`src/design/upg_pkg.sv`:
```
// shared types, codes and constants for the user presence gate
package upg_pkg;

  localparam int unsigned TAG_BYTES   = 8;
  localparam int unsigned TAG_W       = 8 * TAG_BYTES;
  localparam int unsigned TTL_W       = 32;
  localparam int unsigned TIME_W      = 64;
  localparam int unsigned IN_TDATA_W  = 208;
  localparam int unsigned OUT_TDATA_W = 72;

  localparam logic [TTL_W-1:0] TTL_RESET       = 32'd30000;
  localparam logic [1:0]       RELEASES_TO_ARM = 2'd2;
  localparam logic [3:0]       TAG_LEN_MATCH   = 4'(TAG_BYTES);

  typedef enum logic [2:0] {
    CMD_BEGIN   = 3'd0,
    CMD_BUTTON  = 3'd1,
    CMD_CONFIRM = 3'd2,
    CMD_CONSUME = 3'd3,
    CMD_CANCEL  = 3'd4,
    CMD_EXPIRY  = 3'd5
  } cmd_t;

  typedef enum logic [1:0] {
    PH_IDLE      = 2'd0,
    PH_AWAIT     = 2'd1,
    PH_CONFIRMED = 2'd2
  } phase_t;

  // one request as unpacked from the input stream
  typedef struct packed {
    cmd_t               command;
    logic [2:0]         operation_kind;
    logic [63:0]        attempt_tag;
    logic [3:0]         presented_tag_bytes;
    logic [TIME_W-1:0]  now_ms;
    logic [63:0]        btn_gen;
    logic               pressed;
  } req_t;

  // one result before packing onto the output stream
  typedef struct packed {
    logic               accepted;
    phase_t             gate_state;
    logic [2:0]         current_operation;
    logic               armed;
    logic [TIME_W-1:0]  deadline_ms;
  } res_t;

  // gate state held across requests
  typedef struct packed {
    phase_t             phase;
    logic [2:0]         op;
    logic [TAG_W-1:0]   tag;
    logic [TIME_W-1:0]  expiry;
    logic [63:0]        start_gen;
    logic [1:0]         rel_cnt;
    logic               armed;
  } gate_st_t;

  localparam gate_st_t ST_CLEAR = '{
    phase:     PH_IDLE,
    op:        3'd0,
    tag:       '0,
    expiry:    '0,
    start_gen: 64'd0,
    rel_cnt:   2'd0,
    armed:     1'b0
  };

endpackage

```
`src/design/upg_in_stage.sv`:
```
// input register: unpacks and holds one request until the core takes it
module upg_in_stage (
  input  logic                                clk,
  input  logic                                rst_n,
  input  logic                                in_tvalid,
  output logic                                in_tready,
  input  logic [upg_pkg::IN_TDATA_W-1:0]      in_tdata,
  input  logic                                take,
  output logic                                req_vld,
  output upg_pkg::req_t                       req
);

  logic          vld_r;
  logic          vld_nxt;
  upg_pkg::req_t req_r;
  upg_pkg::req_t req_nxt;

  assign in_tready = !vld_r || take;

  always_comb begin
    req_nxt.command             = upg_pkg::cmd_t'(in_tdata[2:0]);
    req_nxt.operation_kind      = in_tdata[5:3];
    req_nxt.attempt_tag         = in_tdata[69:6];
    req_nxt.presented_tag_bytes = in_tdata[73:70];
    req_nxt.now_ms              = in_tdata[137:74];
    req_nxt.btn_gen             = in_tdata[201:138];
    req_nxt.pressed             = in_tdata[202];
  end

  always_comb begin
    vld_nxt = vld_r;
    if (in_tready) begin
      vld_nxt = in_tvalid;
    end
  end

  always_ff @(posedge clk) begin
    if (!rst_n) begin
      vld_r <= 1'b0;
    end else begin
      vld_r <= vld_nxt;
    end
  end

  always_ff @(posedge clk) begin
    if (in_tvalid && in_tready) begin
      req_r <= req_nxt;
    end
  end

  assign req_vld = vld_r;
  assign req     = req_r;

endmodule

```
`src/design/upg_gate_core.sv`:
```
// gate state and the per-command update logic
module upg_gate_core (
  input  logic                           clk,
  input  logic                           rst_n,
  input  logic                           fire,
  input  upg_pkg::req_t                  req,
  input  logic [upg_pkg::TTL_W-1:0]      ttl,
  output upg_pkg::res_t                  res
);

  upg_pkg::gate_st_t           st_r;
  upg_pkg::gate_st_t           st_nxt;
  logic                        ok;
  logic                        expired;
  logic [upg_pkg::TIME_W:0]    dl_sum;
  logic [upg_pkg::TIME_W-1:0]  dl_sat;
  logic                        tag_match;

  // deadline = now + ttl, saturating at all ones
  assign dl_sum = {1'b0, req.now_ms} + (upg_pkg::TIME_W+1)'(ttl);
  assign dl_sat = dl_sum[upg_pkg::TIME_W] ? '1 : dl_sum[upg_pkg::TIME_W-1:0];

  assign expired   = (st_r.phase != upg_pkg::PH_IDLE) && (req.now_ms >= st_r.expiry);
  assign tag_match = (req.presented_tag_bytes == upg_pkg::TAG_LEN_MATCH) &&
                     (req.attempt_tag[upg_pkg::TAG_W-1:0] == st_r.tag);

  always_comb begin
    st_nxt = st_r;
    ok     = 1'b0;
    unique case (req.command)
      upg_pkg::CMD_BEGIN: begin
        st_nxt           = upg_pkg::ST_CLEAR;
        st_nxt.op        = req.operation_kind;
        st_nxt.tag       = req.attempt_tag[upg_pkg::TAG_W-1:0];
        st_nxt.expiry    = dl_sat;
        st_nxt.start_gen = req.btn_gen;
        st_nxt.phase     = upg_pkg::PH_AWAIT;
        ok               = 1'b1;
      end
      upg_pkg::CMD_BUTTON: begin
        if (st_r.phase == upg_pkg::PH_AWAIT && !st_r.armed) begin
          if (req.pressed) begin
            st_nxt.rel_cnt = 2'd0;
          end else begin
            if (st_r.rel_cnt < upg_pkg::RELEASES_TO_ARM) begin
              st_nxt.rel_cnt = st_r.rel_cnt + 2'd1;
            end
            if (st_nxt.rel_cnt >= upg_pkg::RELEASES_TO_ARM) begin
              st_nxt.armed = 1'b1;
            end
          end
        end
      end
      upg_pkg::CMD_CONFIRM: begin
        if (expired) begin
          st_nxt = upg_pkg::ST_CLEAR;
        end else if (st_r.phase == upg_pkg::PH_AWAIT && st_r.armed &&
                     req.btn_gen > st_r.start_gen) begin
          st_nxt.phase = upg_pkg::PH_CONFIRMED;
          ok           = 1'b1;
        end
      end
      upg_pkg::CMD_CONSUME: begin
        if (expired) begin
          st_nxt = upg_pkg::ST_CLEAR;
        end else if (st_r.phase == upg_pkg::PH_CONFIRMED) begin
          ok     = tag_match;
          st_nxt = upg_pkg::ST_CLEAR;
        end
      end
      upg_pkg::CMD_CANCEL: begin
        st_nxt = upg_pkg::ST_CLEAR;
      end
      upg_pkg::CMD_EXPIRY: begin
        if (expired) begin
          st_nxt = upg_pkg::ST_CLEAR;
          ok     = 1'b1;
        end
      end
      default: begin
        st_nxt = st_r;
      end
    endcase
  end

  always_ff @(posedge clk) begin
    if (!rst_n) begin
      st_r <= upg_pkg::ST_CLEAR;
    end else if (fire) begin
      st_r <= st_nxt;
    end
  end

  assign res.accepted          = ok;
  assign res.gate_state        = st_nxt.phase;
  assign res.current_operation = st_nxt.op;
  assign res.armed             = st_nxt.armed;
  assign res.deadline_ms       = st_nxt.expiry;

  a_begin_awaits: assert property (@(posedge clk) disable iff (!rst_n)
    fire && req.command == upg_pkg::CMD_BEGIN |=> st_r.phase == upg_pkg::PH_AWAIT)
    else $error("begin did not enter awaiting");

  a_idle_no_deadline: assert property (@(posedge clk) disable iff (!rst_n)
    st_r.phase == upg_pkg::PH_IDLE |-> st_r.expiry == '0 && !st_r.armed)
    else $error("idle gate holds a deadline or armed flag");

  a_confirm_needs_armed: assert property (@(posedge clk) disable iff (!rst_n)
    st_r.phase == upg_pkg::PH_CONFIRMED |-> st_r.armed)
    else $error("confirmed without armed input");

  a_consume_clears: assert property (@(posedge clk) disable iff (!rst_n)
    fire && req.command == upg_pkg::CMD_CONSUME && st_r.phase == upg_pkg::PH_CONFIRMED
    |=> st_r.phase == upg_pkg::PH_IDLE)
    else $error("consume left the gate open");

endmodule

```
`src/design/upg_out_stage.sv`:
```
// result register: packs one result and holds it until the sink takes it
module upg_out_stage (
  input  logic                                clk,
  input  logic                                rst_n,
  input  logic                                load,
  input  upg_pkg::res_t                       res,
  output logic                                load_ok,
  output logic                                out_tvalid,
  input  logic                                out_tready,
  output logic [upg_pkg::OUT_TDATA_W-1:0]     out_tdata
);

  logic                              vld_r;
  logic                              vld_nxt;
  logic [upg_pkg::OUT_TDATA_W-1:0]   data_r;
  logic [upg_pkg::OUT_TDATA_W-1:0]   data_nxt;

  assign load_ok = !vld_r || out_tready;

  assign data_nxt = {1'b0, res.deadline_ms, res.armed, res.current_operation,
                     res.gate_state, res.accepted};

  always_comb begin
    vld_nxt = vld_r;
    if (load_ok) begin
      vld_nxt = load;
    end
  end

  always_ff @(posedge clk) begin
    if (!rst_n) begin
      vld_r <= 1'b0;
    end else begin
      vld_r <= vld_nxt;
    end
  end

  always_ff @(posedge clk) begin
    if (load && load_ok) begin
      data_r <= data_nxt;
    end
  end

  assign out_tvalid = vld_r;
  assign out_tdata  = data_r;

endmodule

```
`src/design/user_presence_gate.sv`:
```
// top level of the user presence gate: input register, gate core, result register
//
//  channel  dir  handshake             payload
//  in_      in   in_tvalid/in_tready   in_tdata: one command request
//  out_     out  out_tvalid/out_tready out_tdata: one result per request
//  cfg_     in   cfg_wr_en             cfg_wr_data: attempt lifetime in ms
//
// a request waits in the input register until the result register can take it;
// the gate core forms the result combinationally and updates its state as the
// result register captures it, so throughput is one request per cycle while the
// sink does not stall. the state register feeds back directly, so a request
// always sees the state left by the one before it. reset (rst_n low, synchronous)
// idles the gate and sets the lifetime to 30000 ms. a stalled sink holds the
// result register; the input register takes at most one more request.
module user_presence_gate (
  input  logic                                clk,
  input  logic                                rst_n,
  // command, operation_kind, attempt_tag, presented_tag_bytes, now_ms,
  // btn_gen, pressed, zero fill (lowest bit up)
  input  logic [upg_pkg::IN_TDATA_W-1:0]      in_tdata,
  input  logic                                in_tvalid,
  output logic                                in_tready,
  // accepted, gate_state, current_operation, armed, deadline_ms, zero fill
  output logic [upg_pkg::OUT_TDATA_W-1:0]     out_tdata,
  output logic                                out_tvalid,
  input  logic                                out_tready,
  input  logic                                cfg_wr_en,
  input  logic [upg_pkg::TTL_W-1:0]           cfg_wr_data
);

  logic [upg_pkg::TTL_W-1:0]   ttl_val_r;
  logic                        req_vld;
  upg_pkg::req_t               req;
  upg_pkg::res_t               res;
  logic                        load_ok;
  logic                        take;

  // lifetime register; user must write only while the gate is quiet, not enforced
  always_ff @(posedge clk) begin
    if (!rst_n) begin
      ttl_val_r <= upg_pkg::TTL_RESET;
    end else if (cfg_wr_en) begin
      ttl_val_r <= cfg_wr_data;
    end
  end

  // a held request moves on whenever the result register can take it
  assign take = req_vld && load_ok;

  upg_in_stage u_in (
    .clk       (clk),
    .rst_n     (rst_n),
    .in_tvalid (in_tvalid),
    .in_tready (in_tready),
    .in_tdata  (in_tdata),
    .take      (take),
    .req_vld   (req_vld),
    .req       (req)
  );

  upg_gate_core u_core (
    .clk   (clk),
    .rst_n (rst_n),
    .fire  (take),
    .req   (req),
    .ttl   (ttl_val_r),
    .res   (res)
  );

  upg_out_stage u_out (
    .clk        (clk),
    .rst_n      (rst_n),
    .load       (req_vld),
    .res        (res),
    .load_ok    (load_ok),
    .out_tvalid (out_tvalid),
    .out_tready (out_tready),
    .out_tdata  (out_tdata)
  );

  // a lifetime write shows up in the register on the next cycle
  a_cfg_write_lands: assert property (@(posedge clk) disable iff (!rst_n)
    cfg_wr_en |=> ttl_val_r == $past(cfg_wr_data))
    else $error("lifetime write lost");

endmodule

```
`config.mk`:
```
export PLATFORM = sky130hd
export DESIGN_NAME = user_presence_gate
export DESIGN_NICKNAME = d
export VERILOG_FILES = /design/src/design/upg_pkg.sv /design/src/design/upg_in_stage.sv /design/src/design/upg_gate_core.sv /design/src/design/upg_out_stage.sv /design/src/design/user_presence_gate.sv
export SDC_FILE = /design/constraint.sdc
export NUM_CORES = 1
export LEC_CHECK = 0
export ABC_AREA = 0
export BUFFER_PORTS_ARGS = -buffer_cell sky130_fd_sc_hd__clkbuf_2
export CAP_MARGIN = 5
export CORE_MARGIN = 2
export CORE_UTILIZATION = 55
export CTS_CLUSTER_DIAMETER = 50
export DETAILED_ROUTE_END_ITERATION = 7
export HOLD_SLACK_MARGIN = 0.02
export PLACE_DENSITY = 0.76
export SETUP_SLACK_MARGIN = 0.15
export SYNTH_ARGS = -nofsm -noshare
export SYNTH_HDL_FRONTEND = slang
export SYNTH_SLANG_ARGS = --single-unit
export TNS_END_PERCENT = 20
```
`constraint.sdc`:
```
create_clock -name clk -period 18.1 [get_ports clk]
set_clock_uncertainty 0.15 [all_clocks]
set_input_delay 1.81 -clock clk [delete_from_list [all_inputs] [get_ports clk]]
set_output_delay 1.81 -clock clk [all_outputs]
set_load 0.005 [all_outputs]
```
==> results of run 1 <==
[report_power, final]
part	leakage [nW]	internal [mW]	switching, mW
Sequential	4.56	1.28	0.0395
Clock	0.905	0.652	0.486
Combinational	5.47	0.126	0.205
Total	10.9	2.06	0.730
[layer usage]
| layer | track usage (%) | part of all wire, % |
|---|---|---|
| met5 | 0 | 0.083 |
| met2 | 45.22 | 48 |
| met1 | 34.83 | 42 |
| met4 | 11.45 | 3.7 |
| met3 | 4.440 | 6.3 |
[final cells by class]
type	count	area, um^2
Clock inverter	32	332.8
Antenna cell	3	7.507
Tap cell	592	740.7
Fill cell	3493	15660
Timing Repair Buffer	331	1707
Inverter	169	635.6
Multi-Input combinational cell	1648	10680
Sequential cell	508	12910
Clock buffer	74	1540
[sequential cells by signal, summed over array words and instances, names as in the netlist]
name              count
u_in.req            203
u_core.st_r         200
ttl_val_r            32
u_out.out_tdata      71
u_out.out_tvalid      1
u_in.req_vld          1
[metrics by stage]
step | util, % | area (um^2) | setup slack (ns)
after CTS | 64.56 | 28550 | 12.80
after floorplan | - | 24670 | 10.78
after global routing | 64.58 | 28560 | 12.36
after detailed placement | 60.33 | 26680 | 12.81
final | 64.58 | 28560 | 12.71
after global placement | 60.33 | 26680 | 12.86
[cells by family (layout without fill, tap and decap cells)]
family	Yosys count	after routing	share of synthesized area, %
adder cells (fa/ha/maj)	163	163	8.296
AO/OA/AOI/OAI	560	560	15.09
buffers and inverters	284	606	4.483
multiplexers	40	40	1.633
XOR/XNOR	92	92	3.266
other	1	4	0.01520
AND/OR/NAND/NOR	792	792	14.89
flip-flops	508	508	52.33
[worst min-delay path by stage]
stage,startpoint,endpoint,slack (ns)
after floorplan,u_core.st_r[100],u_core.st_r[100],0.28
after global placement,u_core.st_r[89],u_core.st_r[89],0.28
after detailed placement,u_core.st_r[33],u_core.st_r[33],0.29
after CTS,u_core.st_r[8],u_core.st_r[8],0.30
after global routing,u_core.st_r[15],u_core.st_r[15],0.31
final,u_core.st_r[35],u_core.st_r[35],0.30
[tightest hold or removal path: stages (launching register included)]
cell      delay (ns)
dfxtp_1         0.31
nand2_1         0.05
a21boi_1        0.04
[cells in the mapped netlist (all sizes together), types with 11 or more instances]
master / n
a21boi: 130
a21o: 15
a21oi: 122
a22o: 45
a31oi: 12
and3: 11
buf: 38
clkbuf: 77
dfxtp: 234
edfxtp: 274
ha: 162
inv: 169
mux2i: 38
nand2: 339
nand2b: 11
nand3: 175
nand4: 43
nor2: 94
nor2b: 35
nor3: 22
nor4: 17
o21a: 13
o21ai: 134
or3: 13
xnor2: 63
xor2: 29
==> out/qor.yml, run 1 <==
route:
  drt-vias-per-instance: 5.739
  drt-pass1-iter-count: 7
  drc: 0
  antenna_left: 0
  num_vias: 19265
  totalWireLength_mm: 64.03
  wl_per_cell_um: 19.07
  drt_iter0_markers: 1524
logic_synthesis:
  synth_area_per_cell_um2: 10.11
  syn_inst: 2440
  yosysTopAreaCell: "edfxtp_1"
  synth.cell_area_um2: 24670
  syn_nets: 2848
  async_flop_share_pct: 0
  synth_top_area_share_pct: 33.35
  yosysWarnings: 0
  synthDistinctLibCells: 76
  ys_ff_latch: 508
  synth_edf_count: 274
  synth_area_leaders: "edfxtp_1 33%, dfxtp_1 19%, ha_1 8.2%, nand2_1 5.1%, a21boi_1 3.7%"
  ys.flop_type: "edfxtp_1"
  synth_seq_area_share_pct: 52.33
worst_setup_path:
  critPathMaxFanout: 77
  reg2reg_from: "u_in.req[118]"
  cp-start-kind: "flop"
  worstSetupPathDepth: 13
  worstPathCellList: "ha_1 > nand4_1 > nor4_1 > nand4_1 > a31oi_1 > a2111oi_4 > o21ai_4 > nand2_2 > nor2_4 > buf_4 > buf_4 > nand3_1 > a21boi_0"
  r2r_end: "u_core.st_r[65]"
  endpoint_kind: "flop"
  r2r_slack_ns: 12.71
  rr_worst_depth: 13
  critPathSlowestCell: "o21ai_4"
  max_stage_delay_ns: 0.78
  crit_arrival_ns: 5.79
  cp_num_buf_inv: 2
  cp_top_family: "compound AO/OA/AOI/OAI gates"
  endpoint: "u_core.st_r[65]"
  critical_path_class: "reg -> reg"
  required_ns: 18.50
  crit_start: "u_in.req[118]"
global_routing:
  grt_pass1_vias: 18872
  grt_antenna_before_repair: 7
  grt.total_usage_pct: 27.03
  grt_max_degree: 95
  grt_pass1_wl_mm: 100.1
  grt-ovfl-total: 0
power_and_ir_drop:
  power.leakage_nw: 10.94
  fin_total_pwr_mw: 2.788
  p_per_area_nw_per_um2: 97.61
  ir_drop_mv: 0.08074
placed_design:
  dp_hpwl_mm: 44.33
  dp.cells: 3248
  io_buffers: 312
  gp_congestion: 0.9120
final_layout:
  fin_nets: 3122
  drive_above_1_share_pct: 15.89
  post_layout_nonfiller_instances: 3357
  area_growth_pct: 15.75
  final_common_cell: "nand2_1"
  final_cell_mix: "337 x nand2_1, 311 x clkbuf_2, 274 x edfxtp_1"
clock_tree:
  cts_tree: "done"
  clk_pin_slew_ns: 0.06
  cts_setup_buffers: 0
  clock_latency_ns: 0.63
  cts_resized: 0
  cts_sinks: 508
  root_buffer: "clkbuf_16"
  tritoncts.num_buffers: 56
  cts_max_level: 2
  cts_hold_buf: 0
  cts_buffer_depth: 3
worst_hold_path:
  whs_path_depth: 2
  hold_path_class: "reg -> reg"
sta:
  setup_violations: 0
  final.period_utilization_pct: 29.77
  setup_tns_ns: 0
  hold_violations: 0
  finalHoldWorstSlack_ns: 0.2967
  rsz0062_at_grt: "false"
  maxSlewViolCount: 0
  slew-limit-headroom_pct: 22.13
  period_needed_ns: 5.389
  max_freq_ghz: 0.1856
  tightest_slew_ns: 1.168
floorplanning:
  num_rows: 77
  core-area_um2: 44220
  die_x_um: 215.8
  die_y_um: 215.8
  num_io_pins: 319
  initial_utilization_pct: 55.80
  dieArea_um2: 46570
run:
  maxCapViolCount: 0
status:
  status: "complete, no violations"
Power figures use the tool's default switching activity.
==> run 2: changes to the inputs <==
==> constraint.sdc (replaced) <==
create_clock -name clk -period 5.5 [get_ports clk]
set_clock_uncertainty 0.15 [all_clocks]
set_input_delay 0.55 -clock clk [delete_from_list [all_inputs] [get_ports clk]]
set_output_delay 0.55 -clock clk [all_outputs]
set_load 0.005 [all_outputs]
==> out/qor.yml, run 2 (synthesis gave the netlist of run 1 again) <==
sta:
  rsz0062_at_grt: "false"
  slew-limit-headroom_pct: 14.38
  tightest_slew_ns: 1.284
  max_freq_ghz: 0.2133
  setup_tns_ns: 0
  setup_violations: 0
  maxSlewViolCount: 0
  period_needed_ns: 4.688
  final.period_utilization_pct: 85.24
  hold_violations: 0
  fin_ws_ns: 0.8120
run:
  maxCapViolCount: 0
floorplanning:
  dieArea_um2: 46570
  core-area_um2: 44220
  num_io_pins: 319
  die_y_um: 215.8
  num_rows: 77
  initial_utilization_pct: 55.80
  die_x_um: 215.8
worst_setup_path:
  required_ns: 5.90
  cp_num_buf_inv: 2
  cp_top_family: "compound AO/OA/AOI/OAI gates"
  critical_path_class: "reg -> reg"
  critPathSlowestCell: "buf_4"
  cp-start-kind: "flop"
  endpoint_kind: "flop"
  max_stage_delay_ns: 0.81
  worstPathCellList: "ha_1 > a2111oi_0 > o21ai_0 > a221oi_1 > a21oi_1 > a2111oi_4 > o21ai_4 > nand2_4 > buf_4 > buf_4 > nand2_1 > a21boi_1"
  path_common_cell: "buf_4"
  crit_arrival_ns: 5.09
  critPathMaxFanout: 86
clock_tree:
  clock_latency_ns: 0.64
  clk_pin_slew_ns: 0.07
  cts_buffer_depth: 3
  root_buffer: "clkbuf_16"
  cts_hold_buf: 213
  cts_max_level: 2
  cts_sinks: 508
  tritoncts.num_buffers: 56
  cts_resized: 0
  cts_tree: "done"
  cts_setup_buffers: 0
final_layout:
  multi_input_area_um2: 10680
  largest_reg_flops: 203
  fin_nets: 3338
  area_growth_pct: 24.80
  seq_area_um2: 12910
  drive_above_1_share_pct: 15.04
  final_common_cell: "nand2_1"
  fillers: 3199
  final_cell_mix: "337 x nand2_1, 311 x clkbuf_2, 274 x edfxtp_1"
  post_layout_nonfiller_instances: 3574
route:
  antenna_left: 0
  totalWireLength_mm: 70.42
  drt-pass1-iter-count: 6
  drt_iter0_markers: 1550
  wl_per_cell_um: 19.70
  drt-vias-per-instance: 5.740
  num_vias: 20515
  drc: 0
global_routing:
  grt_max_degree: 129
  grt_antenna_before_repair: 6
  grt_pass1_wl_mm: 110.2
  grt-ovfl-total: 0
  grt_pass1_vias: 20551
  grt.total_usage_pct: 29.86
power_and_ir_drop:
  pwr-share-clk_pct: 40.9
  p_sw_mw: 2.483
  power.leakage_nw: 11.89
  fin_total_pwr_mw: 9.437
  pwr-share-comb_pct: 13.1
  internal-power_mw: 6.954
  seqPwrFrac_pct: 46.0
  sw_frac_of_total_pct: 26.31
  ir_drop_mv: 0.2715
  p_per_area_nw_per_um2: 306.5
worst_hold_path:
  hold_path_class: "in -> reg"
placed_design:
  io_buffers: 312
  post-place-ws_ns: 0.9638
  dp_hpwl_mm: 44.19
  gp_congestion: 0.9326
  dp.cells: 3251
status:
  status: "complete, no violations"
==> run 2: routing by layer <==
metal  wire length [um]  global-route usage, %  up-vias
met1              28850                  37.36     9813
met3               4335                  4.567      171
met4               2659                  12.46        4
met2              34540                  51.58      811
met5                 25                      0        -
li1                   -                      -     9716
==> run 2: worst paths after layout <==
kind	start	to	slack, ns	cells after the start
max	u_in.req[112]	u_core.st_r[189]	0.81	12
min	cfg_wr_data[17]	ttl_val_r[17]	0.05	3
max reg2reg	u_in.req[112]	u_core.st_r[189]	0.81	12
min reg2reg	u_core.st_r[45]	u_core.st_r[45]	0.30	2
==> run 2: cell type report <==
class / instances / share of cell area [%]
antenna: 4 / 0.03251
tap: 592 / 2.406
inverter: 169 / 2.064
clock buffer: 77 / 5.100
multi-input combinational: 1648 / 34.69
sequential: 508 / 41.93
timing repair buffer: 547 / 12.62
clock inverter: 29 / 1.150
==> run 2: power by group through the flow <==
stage	logic, mW	registers, mW	clock network, mW
floorplan	0.713	4.38	0
global placement	1.06	4.41	0
detailed placement	1.09	4.41	0
CTS	1.22	4.34	3.89
global route	1.36	4.36	4.04
finish	1.24	4.34	3.86
==> run 2: per-stage QoR <==
step | util (%) | cell area (um^2) | hold slack (ns)
3_5_place_dp | 60.44 | 26730 | 0.2918
3_3_place_gp | 60.44 | 26730 | 0.2831
2_1_floorplan | - | 24670 | 0.2750
6_report | 69.63 | 30790 | 0.05020
5_1_grt | 69.63 | 30790 | 0.03879
4_1_cts | 69.61 | 30780 | 0.02435
==> run 2: worst register-to-register path, cell delays in order (launching register included) <==
cell	delay (ns)
edfxtp_1	0.45
ha_1	0.35
a2111oi_0	0.46
o21ai_0	0.16
a221oi_1	0.22
a21oi_1	0.18
a2111oi_4	0.52
o21ai_4	0.19
nand2_4	0.09
buf_4	0.48
buf_4	0.81
nand2_1	0.33
a21boi_1	0.23
